File: config.mk
export PLATFORM = sky130hd
export DESIGN_NAME = code_watch_table
export DESIGN_NICKNAME = d
export VERILOG_FILES = /design/src/rtl/cwt_pkg.sv /design/src/rtl/code_watch_table.sv
export SDC_FILE = /design/constraint.sdc
export NUM_CORES = 1
export LEC_CHECK = 0
export BUFFER_PORTS_ARGS = -buffer_cell sky130_fd_sc_hd__buf_2
export CORE_ASPECT_RATIO = 1.4
export CORE_MARGIN = 1
export CORE_UTILIZATION = 50
export CTS_CLUSTER_DIAMETER = 30
export DETAILED_ROUTE_END_ITERATION = 10
export HOLD_SLACK_MARGIN = 0.12
export PLACE_DENSITY = 0.67
export SLEW_MARGIN = 5
export SYNTH_ARGS = -nofsm -noshare
export SYNTH_HDL_FRONTEND = slang
export SYNTH_SLANG_ARGS = --single-unit
File: constraint.sdc
create_clock -name clock -period 4.3 [get_ports clock]
set_input_delay 0.86 -clock clock [delete_from_list [all_inputs] [get_ports clock]]
set_output_delay 0.86 -clock clock [all_outputs]
set_load 0.02 [all_outputs]
File: src/rtl/cwt_pkg.sv
// cwt_pkg: types and constants shared by the code watch table.
// Depends on nothing; imported by code_watch_table.
package cwt_pkg;

   localparam int CODE_W  = 12;   // four octal digits
   localparam int INDEX_W = 8;
   localparam int COUNT_W = 5;    // width of the reported entry count

   typedef enum logic [1:0] {
      MODE_ADD    = 2'd0,
      MODE_REMOVE = 2'd1,
      MODE_LOOKUP = 2'd2,
      MODE_READ   = 2'd3
   } mode_type;

   typedef enum logic [1:0] {
      STAT_DONE  = 2'd0,
      STAT_DUP   = 2'd1,
      STAT_FULL  = 2'd2,
      STAT_RANGE = 2'd3
   } status_type;

   typedef enum logic [2:0] {
      S_IDLE,
      S_EXEC,
      S_SCAN,
      S_SHIFT,
      S_FETCH,
      S_DONE
   } state_type;

endpackage

File: src/rtl/code_watch_table.sv
// code_watch_table: packed table of 12-bit octal codes with add, remove,
// lookup and read requests. Depends on cwt_pkg.
//
// The block holds up to DEPTH codes, packed from position 0, in a single
// synchronous memory (one read and one write port, registered read data).
// One request is handled at a time. After acceptance a request is checked
// in S_EXEC, then walks the memory one entry per cycle:
//   add / lookup : scan of the held entries, stopping at the first match;
//                  an add that finds no match writes in the last scan cycle;
//   remove       : shift of the entries above index;
//   read         : one memory read.
// S_DONE then places the response in the output register once that is free;
// the walk is paced by the memory read port, which yields one entry per
// cycle. The next request can be taken as soon as the previous response
// sits in the output register, even if the receiver still stalls it.
// The table needs no clearing after reset: only entries below the count
// are ever read.
module code_watch_table #(
   parameter int DEPTH = 16
) (
   input  logic                            clock,
   input  logic                            reset,
   // request channel
   input  logic                            req_valid,
   output logic                            req_stall,
   input  logic [1:0]                      req_mode,
   input  logic [cwt_pkg::CODE_W-1:0]      req_code,
   input  logic [cwt_pkg::INDEX_W-1:0]     req_index,
   // response channel
   output logic                            rsp_valid,
   input  logic                            rsp_stall,
   output logic [1:0]                      rsp_status,
   output logic                            rsp_found,
   output logic [cwt_pkg::CODE_W-1:0]      rsp_code_out,
   output logic [cwt_pkg::COUNT_W-1:0]     rsp_entry_count
);
   import cwt_pkg::*;

   localparam int AW = (DEPTH > 1) ? $clog2(DEPTH) : 1;   // memory address
   localparam int CW = $clog2(DEPTH + 1);                 // holds 0..DEPTH

   // ---------------------------------------------------------------------
   // Registers
   // ---------------------------------------------------------------------
   state_type              state_ff, state_in;
   logic [CW-1:0]          count_ff, count_in;
   logic [CW-1:0]          ptr_ff, ptr_in;       // next entry to read
   logic                   pend_ff, pend_in;     // read data due this cycle
   logic [AW-1:0]          raddr_ff, raddr_in;   // address behind rd_data_ff

   // latched request
   mode_type               mode_ff, mode_in;
   logic [CODE_W-1:0]      code_ff, code_in;
   logic [INDEX_W-1:0]     idx_ff, idx_in;

   // staged result, waiting for the output register
   status_type             res_status_ff, res_status_in;
   logic                   res_found_ff, res_found_in;
   logic [CODE_W-1:0]      res_code_ff, res_code_in;

   // output register
   logic                   rsp_valid_ff, rsp_valid_in;
   logic [1:0]             rsp_status_ff, rsp_status_in;
   logic                   rsp_found_ff, rsp_found_in;
   logic [CODE_W-1:0]      rsp_code_ff, rsp_code_in;
   logic [COUNT_W-1:0]     rsp_count_ff, rsp_count_in;

   // ---------------------------------------------------------------------
   // Code memory
   // ---------------------------------------------------------------------
   logic [CODE_W-1:0]      code_mem [DEPTH];
   logic                   rd_en;
   logic [AW-1:0]          rd_addr;
   logic [CODE_W-1:0]      rd_data_ff;
   logic                   wr_en;
   logic [AW-1:0]          wr_addr;
   logic [CODE_W-1:0]      wr_data;

   always_ff @(posedge clock) begin
      if (wr_en) begin
         code_mem[wr_addr] <= wr_data;
      end
      if (rd_en) begin
         rd_data_ff <= code_mem[rd_addr];
      end
   end

   // ---------------------------------------------------------------------
   // Sequencer
   // ---------------------------------------------------------------------
   logic                   accept;
   logic                   out_free;
   logic                   issue;
   logic                   hit;
   logic [INDEX_W-1:0]     count_wide;
   logic [7:0]             count_rep;

   // requests are taken only while idle
   assign req_stall  = (state_ff != S_IDLE);
   assign accept     = req_valid && !req_stall;
   assign out_free   = !rsp_valid_ff || !rsp_stall;
   assign count_wide = INDEX_W'(count_ff);
   assign count_rep  = 8'(count_ff);
   assign hit        = pend_ff && (rd_data_ff == code_ff);

   always_comb begin
      state_in      = state_ff;
      count_in      = count_ff;
      ptr_in        = ptr_ff;
      pend_in       = 1'b0;
      raddr_in      = raddr_ff;
      mode_in       = mode_ff;
      code_in       = code_ff;
      idx_in        = idx_ff;
      res_status_in = res_status_ff;
      res_found_in  = res_found_ff;
      res_code_in   = res_code_ff;
      rsp_valid_in  = rsp_valid_ff && rsp_stall;
      rsp_status_in = rsp_status_ff;
      rsp_found_in  = rsp_found_ff;
      rsp_code_in   = rsp_code_ff;
      rsp_count_in  = rsp_count_ff;
      rd_en         = 1'b0;
      rd_addr       = ptr_ff[AW-1:0];
      wr_en         = 1'b0;
      wr_addr       = count_ff[AW-1:0];
      wr_data       = code_ff;
      issue         = 1'b0;

      unique case (state_ff)
         S_IDLE: begin
            if (accept) begin
               mode_in  = mode_type'(req_mode);
               code_in  = req_code;
               idx_in   = req_index;
               state_in = S_EXEC;
            end
         end

         S_EXEC: begin
            res_status_in = STAT_DONE;
            res_found_in  = 1'b0;
            res_code_in   = '0;
            ptr_in        = '0;
            unique case (mode_ff)
               MODE_ADD: begin
                  // fullness is tested before the duplicate scan
                  if (count_ff >= CW'(DEPTH)) begin
                     res_status_in = STAT_FULL;
                     state_in      = S_DONE;
                  end else begin
                     state_in = S_SCAN;
                  end
               end
               MODE_LOOKUP: begin
                  state_in = S_SCAN;
               end
               MODE_REMOVE: begin
                  if (idx_ff >= count_wide) begin
                     res_status_in = STAT_RANGE;
                     state_in      = S_DONE;
                  end else begin
                     ptr_in   = CW'(idx_ff) + CW'(1);
                     state_in = S_SHIFT;
                  end
               end
               MODE_READ: begin
                  if (idx_ff >= count_wide) begin
                     res_status_in = STAT_RANGE;
                     state_in      = S_DONE;
                  end else begin
                     rd_en    = 1'b1;
                     rd_addr  = idx_ff[AW-1:0];
                     state_in = S_FETCH;
                  end
               end
            endcase
         end

         // Pipelined search: issue one read per cycle, compare its data in the cycle after.
         S_SCAN: begin
            issue = (ptr_ff < count_ff) && !hit;
            if (hit) begin
               if (mode_ff == MODE_ADD) begin
                  res_status_in = STAT_DUP;
               end else begin
                  res_found_in = 1'b1;
               end
               state_in = S_DONE;
            end else if (!issue && !pend_ff) begin
               if (mode_ff == MODE_ADD) begin
                  wr_en    = 1'b1;
                  count_in = count_ff + CW'(1);
               end
               state_in = S_DONE;
            end else begin
               rd_en   = issue;
               pend_in = issue;
               if (issue) begin
                  ptr_in = ptr_ff + CW'(1);
               end
            end
         end

         // Shift down: read entry i+1, write it back at i the next cycle.
         S_SHIFT: begin
            issue = ptr_ff < count_ff;
            if (pend_ff) begin
               wr_en   = 1'b1;
               wr_addr = raddr_ff - AW'(1);
               wr_data = rd_data_ff;
            end
            if (issue) begin
               rd_en    = 1'b1;
               pend_in  = 1'b1;
               raddr_in = ptr_ff[AW-1:0];
               ptr_in   = ptr_ff + CW'(1);
            end else if (!pend_ff) begin
               count_in = count_ff - CW'(1);
               state_in = S_DONE;
            end
         end

         S_FETCH: begin
            res_code_in = rd_data_ff;
            state_in    = S_DONE;
         end

         S_DONE: begin
            if (out_free) begin
               rsp_valid_in  = 1'b1;
               rsp_status_in = res_status_ff;
               rsp_found_in  = res_found_ff;
               rsp_code_in   = res_code_ff;
               rsp_count_in  = count_rep[COUNT_W-1:0];
               state_in      = S_IDLE;
            end
         end

         default: begin
            state_in = S_IDLE;
         end
      endcase
   end

   always_ff @(posedge clock) begin
      if (reset) begin
         state_ff     <= S_IDLE;
         count_ff     <= '0;
         pend_ff      <= 1'b0;
         rsp_valid_ff <= 1'b0;
      end else begin
         state_ff     <= state_in;
         count_ff     <= count_in;
         pend_ff      <= pend_in;
         rsp_valid_ff <= rsp_valid_in;
      end
   end

   always_ff @(posedge clock) begin
      ptr_ff        <= ptr_in;
      raddr_ff      <= raddr_in;
      mode_ff       <= mode_in;
      code_ff       <= code_in;
      idx_ff        <= idx_in;
      res_status_ff <= res_status_in;
      res_found_ff  <= res_found_in;
      res_code_ff   <= res_code_in;
      rsp_status_ff <= rsp_status_in;
      rsp_found_ff  <= rsp_found_in;
      rsp_code_ff   <= rsp_code_in;
      rsp_count_ff  <= rsp_count_in;
   end

   assign rsp_valid       = rsp_valid_ff;
   assign rsp_status      = rsp_status_ff;
   assign rsp_found       = rsp_found_ff;
   assign rsp_code_out    = rsp_code_ff;
   assign rsp_entry_count = rsp_count_ff;

endmodule
==> metrics <==
Post CTS Setup Buffer Count=0; Remaining DRCs=0; clock insertion delay at the later pin of the skew report=just over 0.5 ns; Switching Share=28.3%; Post-Synthesis Cell Area=0.0113 mm2; Worst Skew=0.0144 ns; post-synth top area cell=edfxtp_1; layout cell share with drive strength beyond 1=around a fifth; Setup TNS Final=0 ns; H-tree depth=2; Seq cells post-synth=280; max frequency=264 MHz; Multi-input gate area=between 0.002 and 0.003 mm2; critical path launch point type=register; Final Max Tran Viols=0; die width=129 um; Syn Nets=about 740; Post-Synthesis Cells=about 700; initial core utilization=about half; Filler cells=roughly 1,500; NetSw=about 2600 uW; P_leak=0.00496 uW; first-pass GRT wire length=35,800 um; MaxCap Viol Count=0; Via-to-Cell Ratio=5.66; Synth area leaders=edfxtp_1 71%, mux2i_1 9.1%, o22ai_1 2.9%; initial antenna violation count=0; kind of critical path=reg -> reg; Worst EP required=4.55 ns; vias in the first global route=around 6,500; Register Area=between 0.008 and 0.009 mm2; Worst Max-Slew Pin Slew=approximately 1.1 ns; hold buffer count at cts=0; Final ANT Viol Nets=0; Tmin final=between 3 and 4 ns; Die Area=around 0.023 mm2; GR Util met1=22.7%; fin cells=roughly 1,100; drt pass-1 iters=5; Synth warnings=0; fin crit share=88.2%; Pwr per Cell Area=approximately 680 mW/mm2; Hold Slack=0.414 ns; pin count of the biggest net entering global routing=39; Worst Hold Class=reg -> reg; CTS root buf=clkbuf_16; CTS tree=done; internal power component=approximately 6600 uW; number of port buffers=47; Crit path arrival time=approximately 4 ns; register area share after synthesis=between 70% and 80%; met2 Track Usage GR=between 30% and 40%; initial DRC count=around 370; status=completed; Worst slew margin=between 20% and 30%; total track usage=a little over a fifth; WL final=between 20,000 and 25,000 um; layout net count=between 800 and 900; Reg power frac=approximately two fifths; GRT busiest layer=met2; final core utilization=between 60% and 70%; Comb pwr share=21.7%; clk sinks=280; grt ovf=0; diode count=0; post-cts resize count=0; Final Wtd Congestion=0.884; met3 GRT Util=under 10%; Layout area overhead=19.1%; Critical Path End Type=register; placed cell count=approximately 1,000; Final Hold Viols=0; Core Rows=64; clock group share of total power=37.8%; die height=180 um; total CTS buffers=38; # setup viols final=0; Synth cell types=between 40 and 50; CP max FO=38; RSZ-0062 raised after global routing=no; core footprint=0.0220 mm2; post-DP HPWL=roughly 16,000 um; I/O pins=48; share of the synthesized area in the top cell type=roughly 71%; synthesized area per cell=between 15 and 20 um2; Worst-path clk slew=approximately 0.060 ns; Clock Tree Buf Depth=3; WL/cell=around 21 um; Via Count=~6,300; Max IR drop VDD=303 uV
routing by layer:
layer / vias up / routed length (um)
met5: - / 0
met4: 0 / 941
met3: 59 / 1190
met2: 201 / 12500
met1: 3110 / 8410
li1: 2918 / -
final cells by class:
type / instances / share of cell area (%)
well taps: 297 / 2.75
clock buffers: 45 / 7.71
repair buffers: 72 / 3.32
inverters: 15 / 0.417
flip-flops and latches: 280 / 61.5
clock inverters: 25 / 2.98
multi-input cells: 376 / 21.3
synthesized netlist by cell type, drive strengths merged:
master   number
a31oi         6
xor2         16
mux2         14
nand4         3
nor2         31
inv          15
clkbuf       15
nor2b         1
nor4          3
edfxtp      270
nor3          6
a21o          5
or3           1
nand3        11
o21ai         8
buf          11
or4          13
o31ai         1
o211ai        2
ha           15
nor3b         4
o22a          1
nand2        23
xnor2         9
dfxtp        10
o22ai        52
a2111oi       1
a21oi        14
or2           1
a211oi        2
nand2b        7
o21a          5
and2          2
mux2i       103
and3         13
o21bai        1
a311oi        1
fa            1
power groups by stage:
stage	Combinational, uW	Clock [uW]	Sequential (uW)
6_report	2000	3490	3750
5_1_grt	2180	3630	3780
4_1_cts	2000	3520	3750
3_5_place_dp	1990	0	3800
3_3_place_gp	1920	0	3800
2_1_floorplan	1430	0	3720
through the flow:
step | setup slack [ns] | power [uW] | area (um2)
after floorplan | 0.840 | 5150 | 11300
after global placement | 0.616 | 5720 | 12100
after detailed placement | 0.478 | 5800 | 12100
after CTS | 0.501 | 9270 | 13500
after global routing | 0.330 | 9590 | 13500
final | 0.507 | 9230 | 13500
worst paths after layout:
kind	from	cells past startpoint	slack (ns)	endpoint
worst min register to register	res_code_ff[2]$_SDFFCE_PN0P_	0	0.41	rsp_code_out[2]$_DFFE_PP_
worst min-delay path	res_code_ff[2]$_SDFFCE_PN0P_	0	0.41	rsp_code_out[2]$_DFFE_PP_
worst max register to register	count_ff[1]$_SDFFE_PP0P_	11	0.51	rd_data_ff[9]$_DFFE_PP_
worst max-delay path	count_ff[1]$_SDFFE_PP0P_	11	0.51	rd_data_ff[9]$_DFFE_PP_
kinds of logic (layout without fill, tap and decap cells):
logic type | count (synthesis) | after routing | synth area share, %
xor+xnor | 25 | 25 | 1.93
compound gates | 99 | 99 | 5.61
flops | 280 | 280 | 73.2
fa+ha+maj | 16 | 16 | 1.83
mux | 117 | 117 | 10.5
simple gates | 119 | 119 | 5.42
buf+inv | 41 | 157 | 1.49
critical path, cell delays in order, from the launching register on:
cell,delay [ns]
dfxtp_1,0.43
inv_1,0.16
ha_1,0.31
o211ai_1,0.18
o21ai_1,0.15
a311oi_4,0.40
mux2i_4,0.34
buf_12,0.31
buf_12,0.27
mux2i_1,0.34
o22ai_1,0.12
or4_1,0.48
sequential cells by signal, summed over array words and instances (netlist names), 2 cells and up:
register,cells
code_ff,12
rsp_code_out,12
res_code_ff,12
rd_data_ff,12
idx_ff,8
ptr_ff,5
code_mem,192
res_status_ff,2
mode_ff,2
count_ff,5
raddr_ff,4
rsp_status,2
rsp_entry_count,5
state_ff,3
placed cells by master, fill, tap and decap left out, drive strengths merged, types with 14 or more instances in the layout:
cell type,count
inv,20
nand2,23
nor2,31
a21oi,14
clkbuf,45
mux2i,103
o22ai,52
ha,15
buf,72
xor2,16
edfxtp,270
mux2,14
(Power assumes the default switching activity.)
